[src/hdl/assert_macros.svh]
// Assertion macros for the tokenizer RTL.
// Needs clk and rst in the scope where a macro is used.
`ifndef ASSERT_MACROS_SVH
`define ASSERT_MACROS_SVH

// Check that a condition holds at every clock edge out of reset.
`define SLT_ASSERT(label, cond, msg) \
  label: assert property (@(posedge clk) disable iff (rst) (cond)) else $error(msg);

// Check that a consequent holds in the cycle of its antecedent.
`define SLT_ASSERT_IMPL(label, ante, cons, msg) \
  label: assert property (@(posedge clk) disable iff (rst) (ante) |-> (cons)) else $error(msg);

// Check that a consequent holds in the cycle after its antecedent.
`define SLT_ASSERT_NEXT(label, ante, cons, msg) \
  label: assert property (@(posedge clk) disable iff (rst) (ante) |=> (cons)) else $error(msg);

`endif

[src/hdl/slt_pkg.sv]
// Shared types and constants of the shell line tokenizer.
// No dependencies; used by slt_step, slt_result_queue and the top level.
package slt_pkg;

  // Characters with a meaning to the scanner
  localparam logic [7:0] CH_NL    = 8'd10;
  localparam logic [7:0] CH_SPACE = 8'd32;
  localparam logic [7:0] CH_DEL   = 8'd127;
  localparam logic [7:0] CH_DQ    = 8'h22;
  localparam logic [7:0] CH_SQ    = 8'h27;
  localparam logic [7:0] CH_LT    = 8'h3C;
  localparam logic [7:0] CH_GT    = 8'h3E;
  localparam logic [7:0] CH_BSL   = 8'h5C;
  localparam logic [7:0] CH_PIPE  = 8'h7C;

  // Result queue geometry
  localparam int unsigned QDEPTH = 4;
  localparam int unsigned QAW    = 2;
  localparam int unsigned QCW    = 3;

  typedef enum logic [3:0] {
    MODE_START   = 4'd0,
    MODE_BLANK   = 4'd1,
    MODE_WORD    = 4'd2,
    MODE_REDIR   = 4'd3,
    MODE_SQUOTE  = 4'd4,
    MODE_DQUOTE  = 4'd5,
    MODE_DISCARD = 4'd6
  } mode_t;

  typedef enum logic [1:0] {
    KIND_BYTE    = 2'd0,
    KIND_ENDTOK  = 2'd1,
    KIND_ENDLINE = 2'd2,
    KIND_ERROR   = 2'd3
  } kind_t;

  typedef enum logic [2:0] {
    ERR_BAD_CHAR    = 3'd0,
    ERR_REDIR_FIRST = 3'd1,
    ERR_REDIR_END   = 3'd2,
    ERR_AFTER_REDIR = 3'd3,
    ERR_GT_GAP      = 3'd4,
    ERR_GT_MANY     = 3'd5,
    ERR_OPEN_QUOTE  = 3'd6
  } err_t;

  typedef struct packed {
    mode_t      mode;
    logic       escape_pending;
    logic       prev_was_gt;
    logic [1:0] gt_run;
  } scan_state_t;

  typedef struct packed {
    kind_t      kind;
    logic [7:0] token_byte;
    logic       special;
    err_t       error_code;
    logic       last;
  } result_t;

  // Handoff from the scanner to the result queue
  typedef struct packed {
    logic [1:0] count;
    result_t    first;
    result_t    second;
  } push_t;

endpackage

[src/hdl/slt_step.sv]
// Next-state and result logic of the tokenizer for one input byte.
// Depends on slt_pkg.
module slt_step (
  input  slt_pkg::scan_state_t cur,
  input  logic [7:0]           line_byte,
  output slt_pkg::scan_state_t nxt,
  output slt_pkg::push_t       push
);

  logic          fail_en;
  slt_pkg::err_t fail_code;
  logic          is_redir;
  logic          is_plain;
  logic          is_nl;

  assign is_nl    = (line_byte == slt_pkg::CH_NL);
  assign is_redir = (line_byte == slt_pkg::CH_LT) || (line_byte == slt_pkg::CH_GT) ||
                    (line_byte == slt_pkg::CH_PIPE);
  assign is_plain = (line_byte >= slt_pkg::CH_SPACE) && (line_byte <= slt_pkg::CH_DEL);

  always_comb begin
    nxt       = cur;
    push      = '0;
    fail_en   = 1'b0;
    fail_code = slt_pkg::ERR_BAD_CHAR;

    unique case (cur.mode)
      slt_pkg::MODE_DISCARD: begin
        if (is_nl) nxt.mode = slt_pkg::MODE_START;
      end

      slt_pkg::MODE_WORD: begin
        if (is_nl) begin
          push.count       = 2'd2;
          push.first.kind  = slt_pkg::KIND_ENDTOK;
          push.second.kind = slt_pkg::KIND_ENDLINE;
          nxt.mode         = slt_pkg::MODE_START;
        end else if (line_byte == slt_pkg::CH_DQ) begin
          nxt.mode = slt_pkg::MODE_DQUOTE;
        end else if (line_byte == slt_pkg::CH_SQ) begin
          nxt.mode = slt_pkg::MODE_SQUOTE;
        end else if (is_redir) begin
          // close the word, open a redirect token
          push.count              = 2'd2;
          push.first.kind         = slt_pkg::KIND_ENDTOK;
          push.second.kind        = slt_pkg::KIND_BYTE;
          push.second.token_byte  = line_byte;
          push.second.special     = 1'b1;
          nxt.mode                = slt_pkg::MODE_REDIR;
          nxt.prev_was_gt         = (line_byte == slt_pkg::CH_GT);
          nxt.gt_run              = {1'b0, (line_byte == slt_pkg::CH_GT)};
        end else if (line_byte == slt_pkg::CH_SPACE) begin
          push.count      = 2'd1;
          push.first.kind = slt_pkg::KIND_ENDTOK;
          nxt.mode        = slt_pkg::MODE_BLANK;
        end else if (is_plain) begin
          push.count            = 2'd1;
          push.first.kind       = slt_pkg::KIND_BYTE;
          push.first.token_byte = line_byte;
        end else begin
          fail_en = 1'b1;
        end
      end

      slt_pkg::MODE_REDIR: begin
        if ((line_byte == slt_pkg::CH_DQ) || (line_byte == slt_pkg::CH_SQ)) begin
          push.count         = 2'd1;
          push.first.kind    = slt_pkg::KIND_ENDTOK;
          push.first.special = 1'b1;
          nxt.mode           = (line_byte == slt_pkg::CH_DQ) ? slt_pkg::MODE_DQUOTE
                                                             : slt_pkg::MODE_SQUOTE;
          nxt.escape_pending = 1'b0;
          nxt.prev_was_gt    = 1'b0;
          nxt.gt_run         = 2'd0;
        end else if (is_nl) begin
          fail_en   = 1'b1;
          fail_code = slt_pkg::ERR_REDIR_END;
        end else if ((line_byte == slt_pkg::CH_LT) || (line_byte == slt_pkg::CH_PIPE)) begin
          fail_en   = 1'b1;
          fail_code = slt_pkg::ERR_AFTER_REDIR;
        end else if (line_byte == slt_pkg::CH_GT) begin
          // extend > to >>, only with no gap and at most two
          if (!cur.prev_was_gt) begin
            fail_en   = 1'b1;
            fail_code = slt_pkg::ERR_GT_GAP;
          end else if (cur.gt_run >= 2'd2) begin
            fail_en   = 1'b1;
            fail_code = slt_pkg::ERR_GT_MANY;
          end else begin
            push.count            = 2'd1;
            push.first.kind       = slt_pkg::KIND_BYTE;
            push.first.token_byte = line_byte;
            push.first.special    = 1'b1;
            nxt.gt_run            = cur.gt_run + 2'd1;
          end
        end else if (line_byte == slt_pkg::CH_SPACE) begin
          nxt.prev_was_gt = 1'b0;
        end else if (is_plain) begin
          push.count             = 2'd2;
          push.first.kind        = slt_pkg::KIND_ENDTOK;
          push.first.special     = 1'b1;
          push.second.kind       = slt_pkg::KIND_BYTE;
          push.second.token_byte = line_byte;
          nxt.mode               = slt_pkg::MODE_WORD;
          nxt.escape_pending     = 1'b0;
          nxt.prev_was_gt        = 1'b0;
          nxt.gt_run             = 2'd0;
        end else begin
          fail_en = 1'b1;
        end
      end

      slt_pkg::MODE_SQUOTE, slt_pkg::MODE_DQUOTE: begin
        if (cur.escape_pending) begin
          nxt.escape_pending = 1'b0;
          if (is_nl) begin
            fail_en   = 1'b1;
            fail_code = slt_pkg::ERR_OPEN_QUOTE;
          end else begin
            push.count            = 2'd1;
            push.first.kind       = slt_pkg::KIND_BYTE;
            push.first.token_byte = line_byte;
          end
        end else if (((cur.mode == slt_pkg::MODE_SQUOTE) && (line_byte == slt_pkg::CH_SQ)) ||
                     ((cur.mode == slt_pkg::MODE_DQUOTE) && (line_byte == slt_pkg::CH_DQ))) begin
          nxt.mode = slt_pkg::MODE_WORD;
        end else if (is_nl) begin
          fail_en   = 1'b1;
          fail_code = slt_pkg::ERR_OPEN_QUOTE;
        end else if (line_byte == slt_pkg::CH_BSL) begin
          nxt.escape_pending = 1'b1;
        end else begin
          push.count            = 2'd1;
          push.first.kind       = slt_pkg::KIND_BYTE;
          push.first.token_byte = line_byte;
        end
      end

      default: begin
        // line start and after blank
        if (is_nl) begin
          push.count         = 2'd1;
          push.first.kind    = slt_pkg::KIND_ENDLINE;
          nxt.mode           = slt_pkg::MODE_START;
          nxt.escape_pending = 1'b0;
          nxt.prev_was_gt    = 1'b0;
          nxt.gt_run         = 2'd0;
        end else if ((line_byte == slt_pkg::CH_DQ) || (line_byte == slt_pkg::CH_SQ)) begin
          nxt.mode           = (line_byte == slt_pkg::CH_DQ) ? slt_pkg::MODE_DQUOTE
                                                             : slt_pkg::MODE_SQUOTE;
          nxt.escape_pending = 1'b0;
          nxt.prev_was_gt    = 1'b0;
          nxt.gt_run         = 2'd0;
        end else if (is_redir) begin
          if (cur.mode == slt_pkg::MODE_BLANK) begin
            push.count            = 2'd1;
            push.first.kind       = slt_pkg::KIND_BYTE;
            push.first.token_byte = line_byte;
            push.first.special    = 1'b1;
            nxt.mode              = slt_pkg::MODE_REDIR;
            nxt.escape_pending    = 1'b0;
            nxt.prev_was_gt       = (line_byte == slt_pkg::CH_GT);
            nxt.gt_run            = {1'b0, (line_byte == slt_pkg::CH_GT)};
          end else begin
            fail_en   = 1'b1;
            fail_code = slt_pkg::ERR_REDIR_FIRST;
          end
        end else if (line_byte == slt_pkg::CH_SPACE) begin
          if (cur.mode != slt_pkg::MODE_BLANK) nxt.mode = slt_pkg::MODE_START;
          nxt.escape_pending = 1'b0;
          nxt.prev_was_gt    = 1'b0;
          nxt.gt_run         = 2'd0;
        end else if (is_plain) begin
          push.count            = 2'd1;
          push.first.kind       = slt_pkg::KIND_BYTE;
          push.first.token_byte = line_byte;
          nxt.mode              = slt_pkg::MODE_WORD;
          nxt.escape_pending    = 1'b0;
          nxt.prev_was_gt       = 1'b0;
          nxt.gt_run            = 2'd0;
        end else begin
          fail_en = 1'b1;
        end
      end
    endcase

    // Replace everything with one error result and drop to discard, or to line start on a newline
    if (fail_en) begin
      push               = '0;
      push.count         = 2'd1;
      push.first.kind    = slt_pkg::KIND_ERROR;
      push.first.error_code = fail_code;
      nxt.mode           = is_nl ? slt_pkg::MODE_START : slt_pkg::MODE_DISCARD;
      nxt.escape_pending = 1'b0;
      nxt.prev_was_gt    = 1'b0;
      nxt.gt_run         = 2'd0;
    end

    // Mark the final result of this byte
    if (push.count == 2'd1) push.first.last  = 1'b1;
    if (push.count == 2'd2) push.second.last = 1'b1;
  end

endmodule

[src/hdl/slt_result_queue.sv]
// Four-entry result queue between the scanner and the output stream.
// Takes up to two results per cycle, gives one per cycle. Depends on slt_pkg.
module slt_result_queue (
  input  logic                      clk,
  input  logic                      rst,
  input  logic                      push_en,
  input  slt_pkg::push_t            push,
  input  logic                      pop,
  output logic                      not_empty,
  output logic                      room2,
  output slt_pkg::result_t          head,
  output logic [slt_pkg::QCW-1:0]   level
);

  slt_pkg::result_t              slots [slt_pkg::QDEPTH];
  logic [slt_pkg::QAW-1:0]       wr_ptr;
  logic [slt_pkg::QAW-1:0]       rd_ptr;
  logic [slt_pkg::QCW-1:0]       level_next;
  logic [1:0]                    push_cnt;

  assign push_cnt   = push_en ? push.count : 2'd0;
  assign level_next = level + {1'b0, push_cnt} - {{(slt_pkg::QCW-1){1'b0}}, pop};
  assign not_empty  = (level != '0);
  assign room2      = (level <= slt_pkg::QCW'(slt_pkg::QDEPTH - 2));
  assign head       = slots[rd_ptr];

  // Advance pointers and fill level
  always_ff @(posedge clk) begin
    if (rst) begin
      wr_ptr <= '0;
      rd_ptr <= '0;
      level  <= '0;
    end else begin
      wr_ptr <= wr_ptr + slt_pkg::QAW'(push_cnt);
      if (pop) rd_ptr <= rd_ptr + 1'b1;
      level <= level_next;
    end
  end

  // Store pushed results
  always_ff @(posedge clk) begin
    if (push_cnt != 2'd0) slots[wr_ptr] <= push.first;
    if (push_cnt == 2'd2) slots[wr_ptr + 1'b1] <= push.second;
  end

endmodule

[src/hdl/shell_line_tokenizer_unit.sv]
// Shell command line tokenizer: top level with scan state and stream ports.
// Depends on slt_pkg, slt_step, slt_result_queue and assert_macros.svh.
//
// Takes one line byte per transfer and streams out token bytes, end-of-token,
// end-of-line and error results. A byte is taken in the cycle it is offered
// whenever the four-entry result queue has two free slots, so bytes enter at
// one per clock; the output leaves at one result per clock while m_tready is
// high, so a byte that gives two results (a token end plus a byte, or a token
// end plus line end) takes two output transfers, and the sustained rate is one
// byte per clock while results average at most one per byte. A byte's results
// are registered in the result queue before they reach the output port.
// Discarded bytes after an error give no result.
`include "assert_macros.svh"

module shell_line_tokenizer_unit (
  input  logic        clk,
  input  logic        rst,
  input  logic        s_tvalid,
  output logic        s_tready,
  input  logic [7:0]  s_tdata,   // [7:0] line_byte
  output logic        m_tvalid,
  input  logic        m_tready,
  output logic [15:0] m_tdata,   // [7:0] token_byte, [10:8] error_code, [15:11] zero
  output logic [2:0]  m_tuser,   // [1:0] kind, [2] special
  output logic        m_tlast
);

  slt_pkg::scan_state_t          state;
  slt_pkg::scan_state_t          state_next;
  slt_pkg::push_t                push;
  slt_pkg::result_t              head;
  logic                          in_xfer;
  logic                          out_xfer;
  logic                          room2;
  logic [slt_pkg::QCW-1:0]       level;

  assign in_xfer  = s_tvalid && s_tready;
  assign out_xfer = m_tvalid && m_tready;
  assign s_tready = room2;

  slt_step u_step (
    .cur       (state),
    .line_byte (s_tdata),
    .nxt       (state_next),
    .push      (push)
  );

  slt_result_queue u_queue (
    .clk       (clk),
    .rst       (rst),
    .push_en   (in_xfer),
    .push      (push),
    .pop       (out_xfer),
    .not_empty (m_tvalid),
    .room2     (room2),
    .head      (head),
    .level     (level)
  );

  // Hold scan state; advance on each input transfer
  always_ff @(posedge clk) begin
    if (rst) begin
      state.mode           <= slt_pkg::MODE_START;
      state.escape_pending <= 1'b0;
      state.prev_was_gt    <= 1'b0;
      state.gt_run         <= 2'd0;
    end else if (in_xfer) begin
      state <= state_next;
    end
  end

  // Pack the head result onto the output stream
  assign m_tdata = {5'd0, head.error_code, head.token_byte};
  assign m_tuser = {head.special, head.kind};
  assign m_tlast = head.last;

  `SLT_ASSERT(a_level_bound, level <= slt_pkg::QCW'(slt_pkg::QDEPTH), "result queue overfilled")
  `SLT_ASSERT_IMPL(a_discard_silent, in_xfer && (state.mode == slt_pkg::MODE_DISCARD), push.count == 2'd0, "discarded byte produced a result")
  `SLT_ASSERT_IMPL(a_pair_last, push.count == 2'd2, !push.first.last && push.second.last, "last flag misplaced in result pair")
  `SLT_ASSERT_NEXT(a_push_visible, in_xfer && (push.count != 2'd0), m_tvalid, "pushed result not offered")

endmodule
[config.mk]
export PLATFORM = sky130hd
export DESIGN_NAME = shell_line_tokenizer_unit
export DESIGN_NICKNAME = d
export VERILOG_FILES = /design/src/hdl/slt_pkg.sv /design/src/hdl/slt_step.sv /design/src/hdl/slt_result_queue.sv /design/src/hdl/shell_line_tokenizer_unit.sv
export VERILOG_INCLUDE_DIRS = /design/src /design/src/hdl
export SDC_FILE = /design/constraint.sdc
export NUM_CORES = 1
export LEC_CHECK = 0
export BUFFER_PORTS_ARGS = -buffer_cell sky130_fd_sc_hd__buf_2
export CORE_UTILIZATION = 40
export CTS_CLUSTER_DIAMETER = 60
export DETAILED_ROUTE_END_ITERATION = 16
export HOLD_SLACK_MARGIN = 0.02
export MAX_ROUTING_LAYER = met4
export SYNTH_ARGS = -nofsm -noshare
export SYNTH_HDL_FRONTEND = slang
export SYNTH_SLANG_ARGS = --single-unit
[constraint.sdc]
create_clock -name clk -period 3.2 [get_ports clk]
set_input_delay 0.16 -clock clk [delete_from_list [all_inputs] [get_ports clk]]
set_output_delay 0.16 -clock clk [all_outputs]
set_load 0.005 [all_outputs]
==> reports/qor.csv <==
metric,value,unit
Worst-Margin Slew,0.9913,ns
fin area,5617,µm²
Startpoint Class,register,
"Seq/Total Area, Yosys",42.22,%
Worst-path clk slew,0.06,ns
Lkg Pwr,2.037,nW
Commonest cells post-synth,"edfxtp_1 (44), dfxtp_1 (33), nand2_1 (33)",
CTS Buffer Depth,2,
FF+latch area,1982,µm²
Row Count,39,
critical path arrival,3.12,ns
hold slack final,0.1744,ns
routed vias,4023,
Hold WC Path Type,input port to register,
WL/cell,20.21,µm
Max Freq,330.6,MHz
Yosys reg bits,77,
maximum VDD drop,0.0003429,V
n_diodes,0,
reg2reg setup slack,0.18,ns
Horiz. Die Dim,110.3,µm
status,"finished, final reports clean",
critical-path maximum fanout,7,
core region area,11420,µm²
share of cells above drive strength 1,28.57,%
Yosys cell types,83,
DR vias/cell,6.022,
most frequent cell after synthesis,edfxtp_1,
die height,110.3,µm
"Slew Viols, Final",0,
H-tree levels,3,
Num CTS Buffers,9,
initial core utilization,41.11,%
final hold violation count,0,
RD Place Congestion,0.9856,
ys flop type,edfxtp_1,
area post-placement,5268,µm²
RSZ-0062 raised after global routing,no,
Clock Skews,0.007861,ns
Layout Nets,538,
Setup crit end kind,register,
DPL Wire Length,10.12,mm
critical path class,register to register,
DR iter-0 viols,324,
mean post-synth cell area,10.29,µm²
I/O Pins,34,
Worst slew margin,33.05,%
Synth area leaders,"edfxtp_1 (28%), dfxtp_1 (14%), mux4_2 (7.2%)",
final period utilization,94.52,%
root buffer cell,clkbuf_16,
share of the synthesized area in the top cell type,28.14,%
first-pass detailed-route iteration total,5,
Post-route DRC,0,
Syn-to-layout area delta,19.64,%
initial antenna violation count,0,
CTS tree,built,
Cells after Synth,456,
multi-input logic area,2501,µm²
YS warnings,0,
vias in the first global route,3920,
data required time of the worst path,3.30,ns
total global-route track usage,24.56,%
Post-DRT Antenna Nets,0,
worst skew pair latency,0.34,ns
Fin Setup TNS,0,ns
post-CTS setup buffers,0,
Die ar.,12170,µm²
Sink Count,77,
most area-hungry cell type in the Yosys netlist,edfxtp_1,
fraction of registers with async set/reset,0,%
pre-CTS setup slack,-0.05795,ns
GRT Residual Overflow,0,
largest net degree at the start of global routing,18,
final wirelength,13.50,mm
Port-buffer cells,28,
power per cell area,799.0,nW/µm²
Final setup viols,0,
fill count,1079,
"EDFF count, synth",44,
minimum clock period,3.025,ns
Mapped Area,4695,µm²
max cap viols,0,
first-pass GRT wire length,21.23,mm
final worst setup slack,0.1753,ns
[layout by cell type, fill, tap and decap left out, drive strengths merged, types with 6 or more instances in the layout]
cell / n
o211ai: 8
mux4: 15
xnor2: 6
nand2b: 6
dfxtp: 33
nand3: 16
or2: 6
inv: 10
nand2: 34
edfxtp: 44
nor3: 9
buf: 86
nor2: 30
and2: 23
o22ai: 16
or3: 8
nor2b: 9
clkbuf: 12
a21oi: 25
o21ai: 23
[flip-flops by register name, indices dropped and copies added, names as in the netlist, named ones only]
register / flops
u_queue.slots: 60
state: 8
u_queue.level: 3
u_queue.rd_ptr: 2
u_queue.wr_ptr: 2
[final cells by class]
class / count / share of cell area (%)
clock buffers: 12 / 5.346
clock inverters: 4 / 0.5792
inverters: 9 / 0.6015
multi-input cells: 337 / 44.53
flip-flops and latches: 77 / 35.29
well taps: 143 / 3.186
repair buffers: 86 / 10.47
[power breakdown]
group	internal [mW]	total, mW	switching (mW)
Combinational	0.929	2.05	1.12
Sequential	1.26	1.35	0.0964
Clock	0.672	1.09	0.416
[critical path: stages (launching register included)]
cell and delay (ns):
dfxtp_1 0.39, or3b_2 0.50, a2111oi_4 0.33, a211oi_1 0.15, o41a_1 0.43, buf_4 0.16
a211o_4 0.34, nand2b_1 0.20, nand2_1 0.10, buf_4 0.19
[layer usage]
metal  vias up  routed length (µm)  global-route usage (%)
met5         -                   0                       -
met4         0                 533                   12.12
met3        44                 719                   4.350
met2       164                6576                   40.28
met1      1937                5667                   29.07
li1       1878                   -                       -
[kinds of logic (layout without fill, tap and decap cells)]
family	after synthesis	in the layout	synth area share [%]
simple gates	172	172	20.79
fa+ha+maj	6	6	1.759
other cells	1	5	0.07988
compound gates	126	126	20.23
buf+inv	46	111	5.171
mux	20	20	8.262
xor+xnor	8	8	1.493
flops	77	77	42.22
[per-stage QoR]
step | cells | total power, mW | utilization, %
after CTS | 668 | 4.490 | 49.05
after detailed placement | 652 | 3.389 | 46.13
after floorplan | 460 | 2.621 | -
after global routing | 668 | 4.774 | 49.19
final | 668 | 4.488 | 49.19
after global placement | 652 | 3.359 | 46.13
[worst paths after layout]
check                       startpoint                   end  depth (start not counted)
setup reg to reg              state[4]   u_queue.slots[0][7]                          9
hold / removal                     rst      u_queue.level[2]                          2
hold reg to reg   u_queue.slots[2][13]  u_queue.slots[2][13]                          2
setup / recovery              state[4]   u_queue.slots[0][7]                          9
[timing repair]
| item | CTS | global route |
|---|---|---|
| gates resized for setup | 0 | 4 |
| hold buffers | 0 | 0 |
| endpoints found under the hold margin | 0 | 0 |
| endpoints found under the setup margin | 0 | 2 |
(Power assumes the default switching activity.)
